File: src/hw/rtl/rexs_pkg.sv
package rexs_pkg;

    localparam int KEY_BITS = 16;
    localparam int TAG_BITS = 16;

    // one stored record
    typedef struct packed {
        logic [KEY_BITS-1:0] key;
        logic [TAG_BITS-1:0] tag;
    } rec_t;

    typedef struct packed {
        logic [KEY_BITS-1:0] sort_key;
        logic [TAG_BITS-1:0] record_tag;
        logic                last_entry;
    } in_item_t;

    typedef struct packed {
        logic [KEY_BITS-1:0] sorted_key;
        logic [TAG_BITS-1:0] sorted_tag;
        logic                final_record;
        logic                overflow;
    } out_item_t;

endpackage

File: src/hw/rtl/rexs_store.sv
module rexs_store #(
    parameter int DEPTH = 64
) (
    input  logic                       clk,
    input  logic                       wr_en,
    input  logic [$clog2(DEPTH)-1:0]   wr_addr,
    input  rexs_pkg::rec_t             wr_data,
    input  logic [$clog2(DEPTH)-1:0]   rd_addr,
    output rexs_pkg::rec_t             rd_data
);
    import rexs_pkg::*;

    rec_t mem [DEPTH];
    rec_t rd_data_reg;

    always_ff @(posedge clk)
    begin
        if (wr_en)
        begin
            mem[wr_addr] <= wr_data;
        end
        rd_data_reg <= mem[rd_addr];
    end

    assign rd_data = rd_data_reg;

endmodule

File: src/hw/rtl/record_exchange_sort_by_key_core.sv
// Record sorter: loads records (key, tag) one transfer at a time on the item
// channel until a transfer with last_entry set, sorts them ascending by key
// with an exchange sort, then sends them out on the result channel.
//
// Channels: valid/stall on both sides; a transfer happens when valid is high
// and stall is low. item_stall is low only while loading.
// Capacity: MAX_ENTRIES records; further items are dropped and every result
// of that set carries overflow = 1. final_record marks the last result.
//
// Flow for a set of n records: loading stores each item as it is transferred.
// The sort pass for position i streams positions i+1..n-1 through the single
// read port of the record store, one compare per cycle, with fetch and hold
// before the stream and drain and put after it. Each result then goes through
// read, capture and transfer, and waits while the receiver holds result_stall
// high; a stalled result stays put until taken.
// Reset: empty set, loading, no result pending. The store itself is not
// cleared; only entries written in the current set are ever read.
module record_exchange_sort_by_key_core #(
    parameter int MAX_ENTRIES = 64
) (
    input  logic                 clk,
    input  logic                 rst_n,
    input  rexs_pkg::in_item_t   item,
    input  logic                 item_valid,
    output logic                 item_stall,
    output rexs_pkg::out_item_t  result,
    output logic                 result_valid,
    input  logic                 result_stall
);
    import rexs_pkg::*;

    localparam int IDX_W = $clog2(MAX_ENTRIES);
    localparam int CNT_W = $clog2(MAX_ENTRIES + 1);
    localparam logic [CNT_W-1:0] CNT_MAX = CNT_W'(MAX_ENTRIES);

    typedef enum logic [7:0] {
        ST_LOAD     = 8'b0000_0001,
        ST_FETCH    = 8'b0000_0010,  // read record at outer position
        ST_HOLD     = 8'b0000_0100,  // capture it as the held record
        ST_SCAN     = 8'b0000_1000,  // stream later positions, swap on greater
        ST_PUT      = 8'b0001_0000,  // write held record back to outer position
        ST_EMIT_RD  = 8'b0010_0000,
        ST_EMIT_CAP = 8'b0100_0000,
        ST_EMIT_OUT = 8'b1000_0000
    } state_t;

    state_t           state_reg, state_next;
    logic [CNT_W-1:0] count_reg, count_next;
    logic             dropped_reg, dropped_next;
    logic [IDX_W-1:0] outer_reg, outer_next;   // also the emit position
    logic [IDX_W-1:0] inner_reg, inner_next;   // next position to read in scan
    logic             issue_done_reg, issue_done_next;
    logic             pend_reg, pend_next;     // read data in flight for scan
    logic [IDX_W-1:0] pend_idx_reg, pend_idx_next;
    rec_t             held_reg, held_next;
    out_item_t        result_reg, result_next;
    logic             result_valid_reg, result_valid_next;

    // store port
    logic             wr_en;
    logic [IDX_W-1:0] wr_addr;
    rec_t             wr_data;
    logic [IDX_W-1:0] rd_addr;
    rec_t             rd_data;

    logic             item_xfer;
    logic             result_xfer;
    logic             swap;
    logic [CNT_W-1:0] count_inc;
    logic [CNT_W-1:0] last_pos;

    rexs_store #(
        .DEPTH (MAX_ENTRIES)
    ) u_store (
        .clk     (clk),
        .wr_en   (wr_en),
        .wr_addr (wr_addr),
        .wr_data (wr_data),
        .rd_addr (rd_addr),
        .rd_data (rd_data)
    );

    assign item_stall   = (state_reg != ST_LOAD);
    assign item_xfer    = item_valid && !item_stall;
    assign result       = result_reg;
    assign result_valid = result_valid_reg;
    assign result_xfer  = result_valid_reg && !result_stall;

    // strict greater keeps equal keys where the exchange order leaves them
    assign swap     = pend_reg && (held_reg.key > rd_data.key);
    assign last_pos = count_reg - CNT_W'(1);
    assign count_inc = (count_reg < CNT_MAX) ? count_reg + CNT_W'(1) : count_reg;

    always_comb
    begin
        state_next        = state_reg;
        count_next        = count_reg;
        dropped_next      = dropped_reg;
        outer_next        = outer_reg;
        inner_next        = inner_reg;
        issue_done_next   = issue_done_reg;
        pend_next         = 1'b0;
        pend_idx_next     = inner_reg;
        held_next         = held_reg;
        result_next       = result_reg;
        result_valid_next = result_valid_reg;
        wr_en             = 1'b0;
        wr_addr           = count_reg[IDX_W-1:0];
        wr_data           = '{key: item.sort_key, tag: item.record_tag};
        rd_addr           = outer_reg;

        case (state_reg)
            ST_LOAD:
            begin
                if (item_xfer)
                begin
                    if (count_reg < CNT_MAX)
                    begin
                        wr_en = 1'b1;
                    end
                    else
                    begin
                        dropped_next = 1'b1;
                    end
                    count_next = count_inc;
                    outer_next = '0;
                    if (item.last_entry)
                    begin
                        state_next = (count_inc >= CNT_W'(2)) ? ST_FETCH : ST_EMIT_RD;
                    end
                end
            end
            ST_FETCH:
            begin
                rd_addr    = outer_reg;
                state_next = ST_HOLD;
            end
            ST_HOLD:
            begin
                held_next       = rd_data;
                inner_next      = outer_reg + IDX_W'(1);
                issue_done_next = 1'b0;
                state_next      = ST_SCAN;
            end
            ST_SCAN:
            begin
                rd_addr = inner_reg;
                if (!issue_done_reg)
                begin
                    pend_next     = 1'b1;
                    pend_idx_next = inner_reg;
                    if (CNT_W'(inner_reg) == last_pos)
                    begin
                        issue_done_next = 1'b1;
                    end
                    else
                    begin
                        inner_next = inner_reg + IDX_W'(1);
                    end
                end
                if (swap)
                begin
                    wr_en     = 1'b1;
                    wr_addr   = pend_idx_reg;
                    wr_data   = held_reg;
                    held_next = rd_data;
                end
                if (issue_done_reg && !pend_reg)
                begin
                    state_next = ST_PUT;
                end
            end
            ST_PUT:
            begin
                wr_en   = 1'b1;
                wr_addr = outer_reg;
                wr_data = held_reg;
                if (CNT_W'(outer_reg) + CNT_W'(2) < count_reg)
                begin
                    outer_next = outer_reg + IDX_W'(1);
                    state_next = ST_FETCH;
                end
                else
                begin
                    outer_next = '0;
                    state_next = ST_EMIT_RD;
                end
            end
            ST_EMIT_RD:
            begin
                rd_addr    = outer_reg;
                state_next = ST_EMIT_CAP;
            end
            ST_EMIT_CAP:
            begin
                result_next.sorted_key   = rd_data.key;
                result_next.sorted_tag   = rd_data.tag;
                result_next.final_record = (CNT_W'(outer_reg) == last_pos);
                result_next.overflow     = dropped_reg;
                result_valid_next        = 1'b1;
                state_next               = ST_EMIT_OUT;
            end
            ST_EMIT_OUT:
            begin
                if (result_xfer)
                begin
                    result_valid_next = 1'b0;
                    if (result_reg.final_record)
                    begin
                        count_next   = '0;
                        dropped_next = 1'b0;
                        outer_next   = '0;
                        state_next   = ST_LOAD;
                    end
                    else
                    begin
                        outer_next = outer_reg + IDX_W'(1);
                        state_next = ST_EMIT_RD;
                    end
                end
            end
            default:
            begin
                state_next = ST_LOAD;
            end
        endcase
    end

    always_ff @(posedge clk or negedge rst_n)
    begin
        if (!rst_n)
        begin
            state_reg        <= ST_LOAD;
            count_reg        <= '0;
            dropped_reg      <= 1'b0;
            outer_reg        <= '0;
            inner_reg        <= '0;
            issue_done_reg   <= 1'b0;
            pend_reg         <= 1'b0;
            result_valid_reg <= 1'b0;
        end
        else
        begin
            state_reg        <= state_next;
            count_reg        <= count_next;
            dropped_reg      <= dropped_next;
            outer_reg        <= outer_next;
            inner_reg        <= inner_next;
            issue_done_reg   <= issue_done_next;
            pend_reg         <= pend_next;
            result_valid_reg <= result_valid_next;
        end
    end

    always_ff @(posedge clk)
    begin
        pend_idx_reg <= pend_idx_next;
        held_reg     <= held_next;
        result_reg   <= result_next;
    end

    // a set is never loaded while a result is pending
    assert property (@(posedge clk) disable iff (!rst_n)
        !(result_valid && item_valid && !item_stall))
        else $error("item transfer while result pending");

    // while reads are still issued, scan write-back never hits the entry being read in the same cycle
    assert property (@(posedge clk) disable iff (!rst_n)
        (state_reg == ST_SCAN && swap && !issue_done_reg) |-> (wr_addr != rd_addr))
        else $error("scan read/write collision");

    // store fill never exceeds capacity
    assert property (@(posedge clk) disable iff (!rst_n)
        count_reg <= CNT_MAX)
        else $error("entry count beyond capacity");

    // the final transfer empties the set and reopens loading
    assert property (@(posedge clk) disable iff (!rst_n)
        (result_xfer && result.final_record) |=> (count_reg == '0 && !item_stall))
        else $error("set not cleared after final record");

endmodule
File: config.mk
export PLATFORM = sky130hd
export DESIGN_NAME = record_exchange_sort_by_key_core
export DESIGN_NICKNAME = d
export VERILOG_FILES = /design/src/hw/rtl/rexs_pkg.sv /design/src/hw/rtl/rexs_store.sv /design/src/hw/rtl/record_exchange_sort_by_key_core.sv
export SDC_FILE = /design/constraint.sdc
export NUM_CORES = 2
export LEC_CHECK = 0
export BUFFER_PORTS_ARGS = -buffer_cell sky130_fd_sc_hd__buf_2
export CAP_MARGIN = 20
export CORE_MARGIN = 5
export CORE_UTILIZATION = 30
export DETAILED_ROUTE_END_ITERATION = 12
export SYNTH_ARGS = -nofsm -noshare
export SYNTH_HDL_FRONTEND = slang
export SYNTH_SLANG_ARGS = --single-unit
export TNS_END_PERCENT = 10
File: constraint.sdc
create_clock -name clk -period 6.5 [get_ports clk]
set_input_delay 1.3 -clock clk [delete_from_list [all_inputs] [get_ports clk]]
set_output_delay 1.3 -clock clk [all_outputs]
set_load 0.01 [all_outputs]
=== Word-level counts from Yosys, hierarchy flattened ===
Memory sizes are Yosys's and may differ from the RTL's. A register that Yosys moved wholly into a read port is not among the register bits.
Cells that the tools add are included.

* Bits in registers: 103
* Bits in writable memories: 2,048
* Input port bits: 37
* Output and inout bits: 36
* Word-level logic and storage cells: 109
* Memories: 1

* Add/subtract/negate cells: 5
* Order comparisons: 4
* Equality and inequality tests: 20
* Muxes and demuxes: 46
* Reductions and logical operators: 18

{| class="wikitable"
|+ Memory list
! memory !! words !! bits a word !! rd ports !! clocked after Yosys merged registers in !! write ports !! RTL line !! RTL
|-
| u_store.mem || 64 || 32 || 1 || 1 || 1 || rexs_store.sv:13 || <nowiki>rec_t mem [DEPTH];</nowiki>
|}

{| class="wikitable"
|+ Operators by type and width
! cell !! count
|-
| one-hot mux 32 bit (2 select lines) || 2
|-
| two-way mux 6 bit || 11
|-
| two-way mux 32 bit || 2
|-
| one-hot mux 8 bit (8 select lines) || 1
|-
| two-way mux 8 bit || 4
|-
| two-way mux 7 bit || 4
|-
| one-hot mux 6 bit (2 select lines) || 2
|-
| inequality test 2 bit, second input constant || 9
|-
| one-hot mux 6 bit (3 select lines) || 1
|-
| > comparator 16 bit || 1
|-
| == test 6 x 7 -> 1 bit || 2
|-
| two-way mux 1 bit || 14
|-
| one-hot mux 7 bit (2 select lines) || 1
|-
| adder 6 x 1 -> 6 bit, second input constant || 2
|-
| == test 8 x 1 -> 1 bit, second input constant || 1
|-
| == test 8 x 2 -> 1 bit, second input constant || 1
|-
| == test 8 x 3 -> 1 bit, second input constant || 1
|-
| == test 8 x 4 -> 1 bit, second input constant || 1
|-
| == test 8 x 5 -> 1 bit, second input constant || 1
|-
| == test 8 x 6 -> 1 bit, second input constant || 1
|-
| == test 8 x 7 -> 1 bit, second input constant || 1
|-
| == test 8 bit, second input constant || 1
|-
| inequality test 8 x 1 -> 1 bit, second input constant || 1
|-
| AND reduction 4 bit || 2
|-
| other kinds (15) || 26
|}

=== Logic depth before layout (Yosys ltp) ===
* Word-level depth: 7
* Gate-level depth with buffers: 13
* Mapped depth without buffers: 9

=== By module ===
From an unflattened synthesis, not the netlist that was laid out.

* Cell total of the unflattened synthesis: 3,795
* Area, all modules: 83,870.4 um^2

{| class="wikitable"
|+ Modules (own cells, without submodules)
! module !! instances !! cells each !! area an instance (um^2) !! sequential area each (um^2)
|-
| rexs_store || 1 || 3,324 || 78,515.3 || 62,139.6
|-
| record_exchange_sort_by_key_core || 1 || 471 || 5,355.1 || 2,879.0
|}

=== Worst setup path after synthesis ===
OpenSTA, ideal clock, no wires.

* Path kind: flip-flop to flip-flop
* Start point: register state_reg[2]
* End point: memory u_store.mem[0][16] (netlist bit), data pin
* Setup time: 702 ps
* Data arrival time: 4,701 ps
* Data required time: 5,798 ps
* Path slack: 1,097 ps
* Cell stages (with the launch flop): 11
* Buffers on the path: 5
* Period minus slack after synthesis: 5,403 ps
* Cell sequence: dfrtp_1 buf_6 or4_1 buf_4 nor2_8 nand3_1 a32o_1 buf_2 buf_4 buf_1 o21ai_0

{| class="wikitable"
|+ RTL lines
! element !! RTL line !! RTL
|-
| start: declaration || record_exchange_sort_by_key_core.sv:47 || <nowiki>state_t state_reg, state_next;</nowiki>
|-
| start signal: assignment || record_exchange_sort_by_key_core.sv:244 || <nowiki>state_reg <= state_next;</nowiki>
|-
| end: declaration || rexs_store.sv:13 ||
|}

=== Final worst setup path ===
* Start point: register state_reg[7]
* End point: memory u_store.mem[45][2] (netlist bit), enable pin

* Cells in the longest elaborated chain, start to end: 7
* Elaborated cells on any way between the ends: 11
* Those cells by class: 4 x eq/ne; 5 x mux; 2 x reduce/logical

{| class="wikitable"
|+ Ends and longest elaborated chain
! element !! RTL line !! RTL
|-
| inequality test 8 x 1 -> 1 bit || record_exchange_sort_by_key_core.sv:83 || <nowiki>assign item_stall = (state_reg != ST_LOAD);</nowiki>
|-
| logical NOT 1 bit || record_exchange_sort_by_key_core.sv:84 || <nowiki>assign item_xfer = item_valid && !item_stall;</nowiki>
|-
| logical AND 1 bit || record_exchange_sort_by_key_core.sv:84 ||
|-
| two-way mux 1 bit || record_exchange_sort_by_key_core.sv:115 || <nowiki>if (item_xfer)</nowiki>
|-
| one-hot mux 1 bit (3 select lines) || record_exchange_sort_by_key_core.sv:112 || <nowiki>case (state_reg)</nowiki>
|-
| two-way mux 1 bit || rexs_store.sv:18 || <nowiki>if (wr_en)</nowiki>
|-
| two-way mux 1 bit (implied by the code) || rexs_store.sv:20 || <nowiki>mem[wr_addr] <= wr_data;</nowiki>
|}

Several ways; a longest one is shown, not always the timed one.

==> parameters.txt <==
Parameter                              Value

Run status
  Run status ... completed

Yosys
  Number of distinct library cells after synthesis ... 83
  Synthesized instance count ... 5,962
  Register area share after synthesis ... between 70% and 80%
  Main combinational cell family by area after synthesis ... compound AO/OA/AOI/OAI gates
  Ys async rst share ... around 1.4%
  Adder-Cell Fraction of Synth Area ... less than 1%
  Mean post-synth cell area ... approximately 15 um2
  Area share of xor/xnor cells in the synthesized design ... less than 1%
  Synthesized-area fraction occupied by ao, oa, aoi and oai cells ... between 10% and 20%
  Synthesized netlist net count ... between 6,000 and 7,000
  Number of enable flip-flop cells after synthesis ... roughly 2,100
  Portion of netlist area occupied by mux cells ... under 10%
  Count of synthesis-stage warnings from yosys ... 0
  Synth Flop Type ... edfxtp_1
  Post-synthesis share of cell area spent on and, or, nand and nor gates ... between 8 and 9%
  Mapped Area ... just under 0.09 mm2
  Number of synthesized register bits ... around 2,200

Floorplanning
  Die Wd ... 551 um
  Total core area ... between 0.2 and 0.3 mm2
  Die Area ... 0.304 mm2
  Std cell rows ... roughly 200
  Boundary Pins ... 73
  Die Y ... 551 um
  Initial core utilization ... 30.1%

STA
  Final worst slack ... approximately 1100 ps
  Worst slew margin relative to its limit ... a little over a tenth
  Clock tree skew after final layout ... 57.7 ps
  Setup_tns ... 0 ps
  Final count of negative-setup-slack endpoints ... 0
  Number of hold-slack violations in the final timing report ... 0
  Final hold slack ... 441 ps
  Fin crit period ... 5440 ps
  Maximum achievable frequency ... between 0.15 and 0.2 GHz
  Post-route clock period utilization ... 83.8%
  Unrepaired setup endpoints after global routing ... no
  Number of max-slew violations in the final report ... 0
  Slew of the pin with the lowest slew margin ... roughly 1300 ps

Global routing
  Number of antenna violations at the first check in global routing ... 22
  GRT Overall Usage ... approximately 18%
  Largest net degree at the start of global routing ... roughly 180
  Number of global-route vias before repair ... around 53,000
  Wire length of the first global-routing pass ... around 390 mm
  Grt ovf ... 0

Clock tree
  CTS tree ... built
  Maximum root-to-sink buffer count ... 3
  Root buffer cell ... clkbuf_16
  Hold-fix buffer count after cts ... 0
  Latest clock arrival within the worst-skew pair ... ~860 ps
  Cells resized by post-CTS repair ... 0
  Buffers inserted during post-CTS setup optimization ... 0
  CTS buffer count ... around 220
  Clock-pin slew on the worst setup and hold paths ... roughly 60 ps
  Clock H-tree levels ... 4
  TritonCTS Sinks ... between 2,000 and 2,500

Worst setup path
  Type of element launching the critical path ... flop
  Crit path DAT ... around 6000 ps
  Required time worst endpoint ... around 7000 ps
  Category of the worst setup path capture point ... flop
  Worst-path maximum fanout ... 23
  Critical path class ... flop to flop

Cells and area
  Commonest non-fill, non-tap cells in the layout ... edfxtp_1, nand2_1, nand3_1, o21ai_0, a21oi_1
  Count of placed standard cells in the final layout, fillers left out ... ~10,000
  Most common cell after layout, fill and taps aside ... edfxtp_1
  Post-route design area ... roughly 0.10 mm2
  Share of post-route cells with drive strength above 1 ... between 10% and 20%
  Net count, final ... around 6,000
  Number of flip-flops in the largest register ... 2,048
  Synth-to-Final Area Change ... 15.3%

Drt
  Remaining routing DRC violations ... 0
  Average routed wire per standard cell ... between 20 and 30 um
  Detailed router's first-iteration violation count ... 8,512
  Via density ... ~5.5
  Detailed Routing Iterations Pass 1 ... 6
  Post-detailed-routing wire length ... 278 mm
  Count of antenna-violating nets left after detailed routing ... 0
  Via count ... 55,900

Placement
  Placed cells ... 9,695
  Pre-CTS setup slack ... around 1100 ps
  Port bufs ... 72
  Gp weighted congestion ... between 0.8 and 0.9
  DP Wirelength ... around 160 mm
  Standard cell area after detailed placement ... about 0.094 mm2

Flow run
  Max-cap check violation count ... 0

Power and ir drop
  Pwr/cell area ... 300 mW/mm2
  Worst-case vdd ir drop ... roughly 300 uV
  Leak Pwr ... between 30 and 40 nW

Worst hold path
  Path class of the lowest-slack min-delay path ... flop to flop
==> cell families after synthesis <==
family,count (synthesis)
mux,266
buf+inv,506
xor+xnor,23
compound gates,1489
flops,2183
simple gates,1467
fa+ha+maj,28
==> Yosys cell counts (all sizes together), types with 8 or more instances <==
cell | n | share of area (%)
a2111o | 37 | 0.47
o2111ai | 22 | 0.22
dfrtp | 30 | 0.85
nand3 | 488 | 2.8
a31o | 31 | 0.31
a31oi | 130 | 0.93
mux2i | 134 | 1.5
a211oi | 90 | 0.77
clkbuf | 292 | 1.3
nor3 | 8 | 0.046
o22ai | 15 | 0.11
mux2 | 132 | 1.7
o22a | 29 | 0.29
dfxtp | 38 | 0.87
nand2 | 554 | 2.4
a21o | 67 | 0.57
buf | 174 | 1.1
o21ai | 400 | 2.3
nor2 | 98 | 0.44
a21boi | 67 | 0.57
a211o | 26 | 0.26
xnor2 | 18 | 0.18
inv | 40 | 0.17
and3 | 181 | 1.3
nor4 | 39 | 0.29
o21ba | 64 | 0.73
ha | 28 | 0.40
nand4 | 48 | 0.34
a21oi | 259 | 1.5
a2111oi | 64 | 0.64
a32oi | 145 | 1.4
edfxtp | 2114 | 72
==> final timing paths <==
kind | from | to | slack (ps) | cells past startpoint
setup reg to reg | state_reg[7] | u_store.mem[45][2] | 1060 | 8
max in group asynchronous | rst_n | inner_reg[4] | 5470 | 1
setup / recovery | state_reg[7] | u_store.mem[45][2] | 1060 | 8
min in group asynchronous | rst_n | count_reg[3] | 540 | 1
hold / removal | u_store.rd_data[13] | held_reg[13] | 440 | 0
hold reg to reg | u_store.rd_data[13] | held_reg[13] | 440 | 0
==> routing by layer <==
metal	vias up	GRT usage, %	wire [um]
li1	23600	-	-
met1	28600	25.4	114000
met2	3238	26.4	123000
met3	389	4.36	32100
met4	6	5.30	8460
met5	-	0	34
==> report_power, final <==
part           internal (mW)  leakage (nW)  switching [mW]  total, mW
logic                  0.506          10.8            1.54       2.05
registers               15.7          19.7           0.193       15.9
clock network           7.05          3.43            5.38       12.4
==> stage by stage <==
step	util, %	total power [mW]
CTS	34.7	30.5
detailed placement	32.3	18.2
floorplan	-	17.2
global route	34.8	31.3
finish	34.8	30.4
global placement	32.2	18.2
==> area by class of cell <==
class / instances / area, um2
multi-input cells: 3273 / 21500
inverters: 40 / 150
flip-flops and latches: 2183 / 65000
repair buffers: 311 / 2770
clock buffers: 284 / 5850
diodes: 9 / 22.5
clock inverters: 124 / 1160
fillers: 27700 / 190000
well taps: 3900 / 4880
==> critical path: stages, from the launching register on <==
cell and delay (ps):
dfrtp_1 510, or4b_1 840, nor2_8 480, nand3_1 150
a32o_2 500, a221oi_2 530, nand3_1 840, nor2_4 900
buf_4 340
Power figures use the tool's default switching activity.
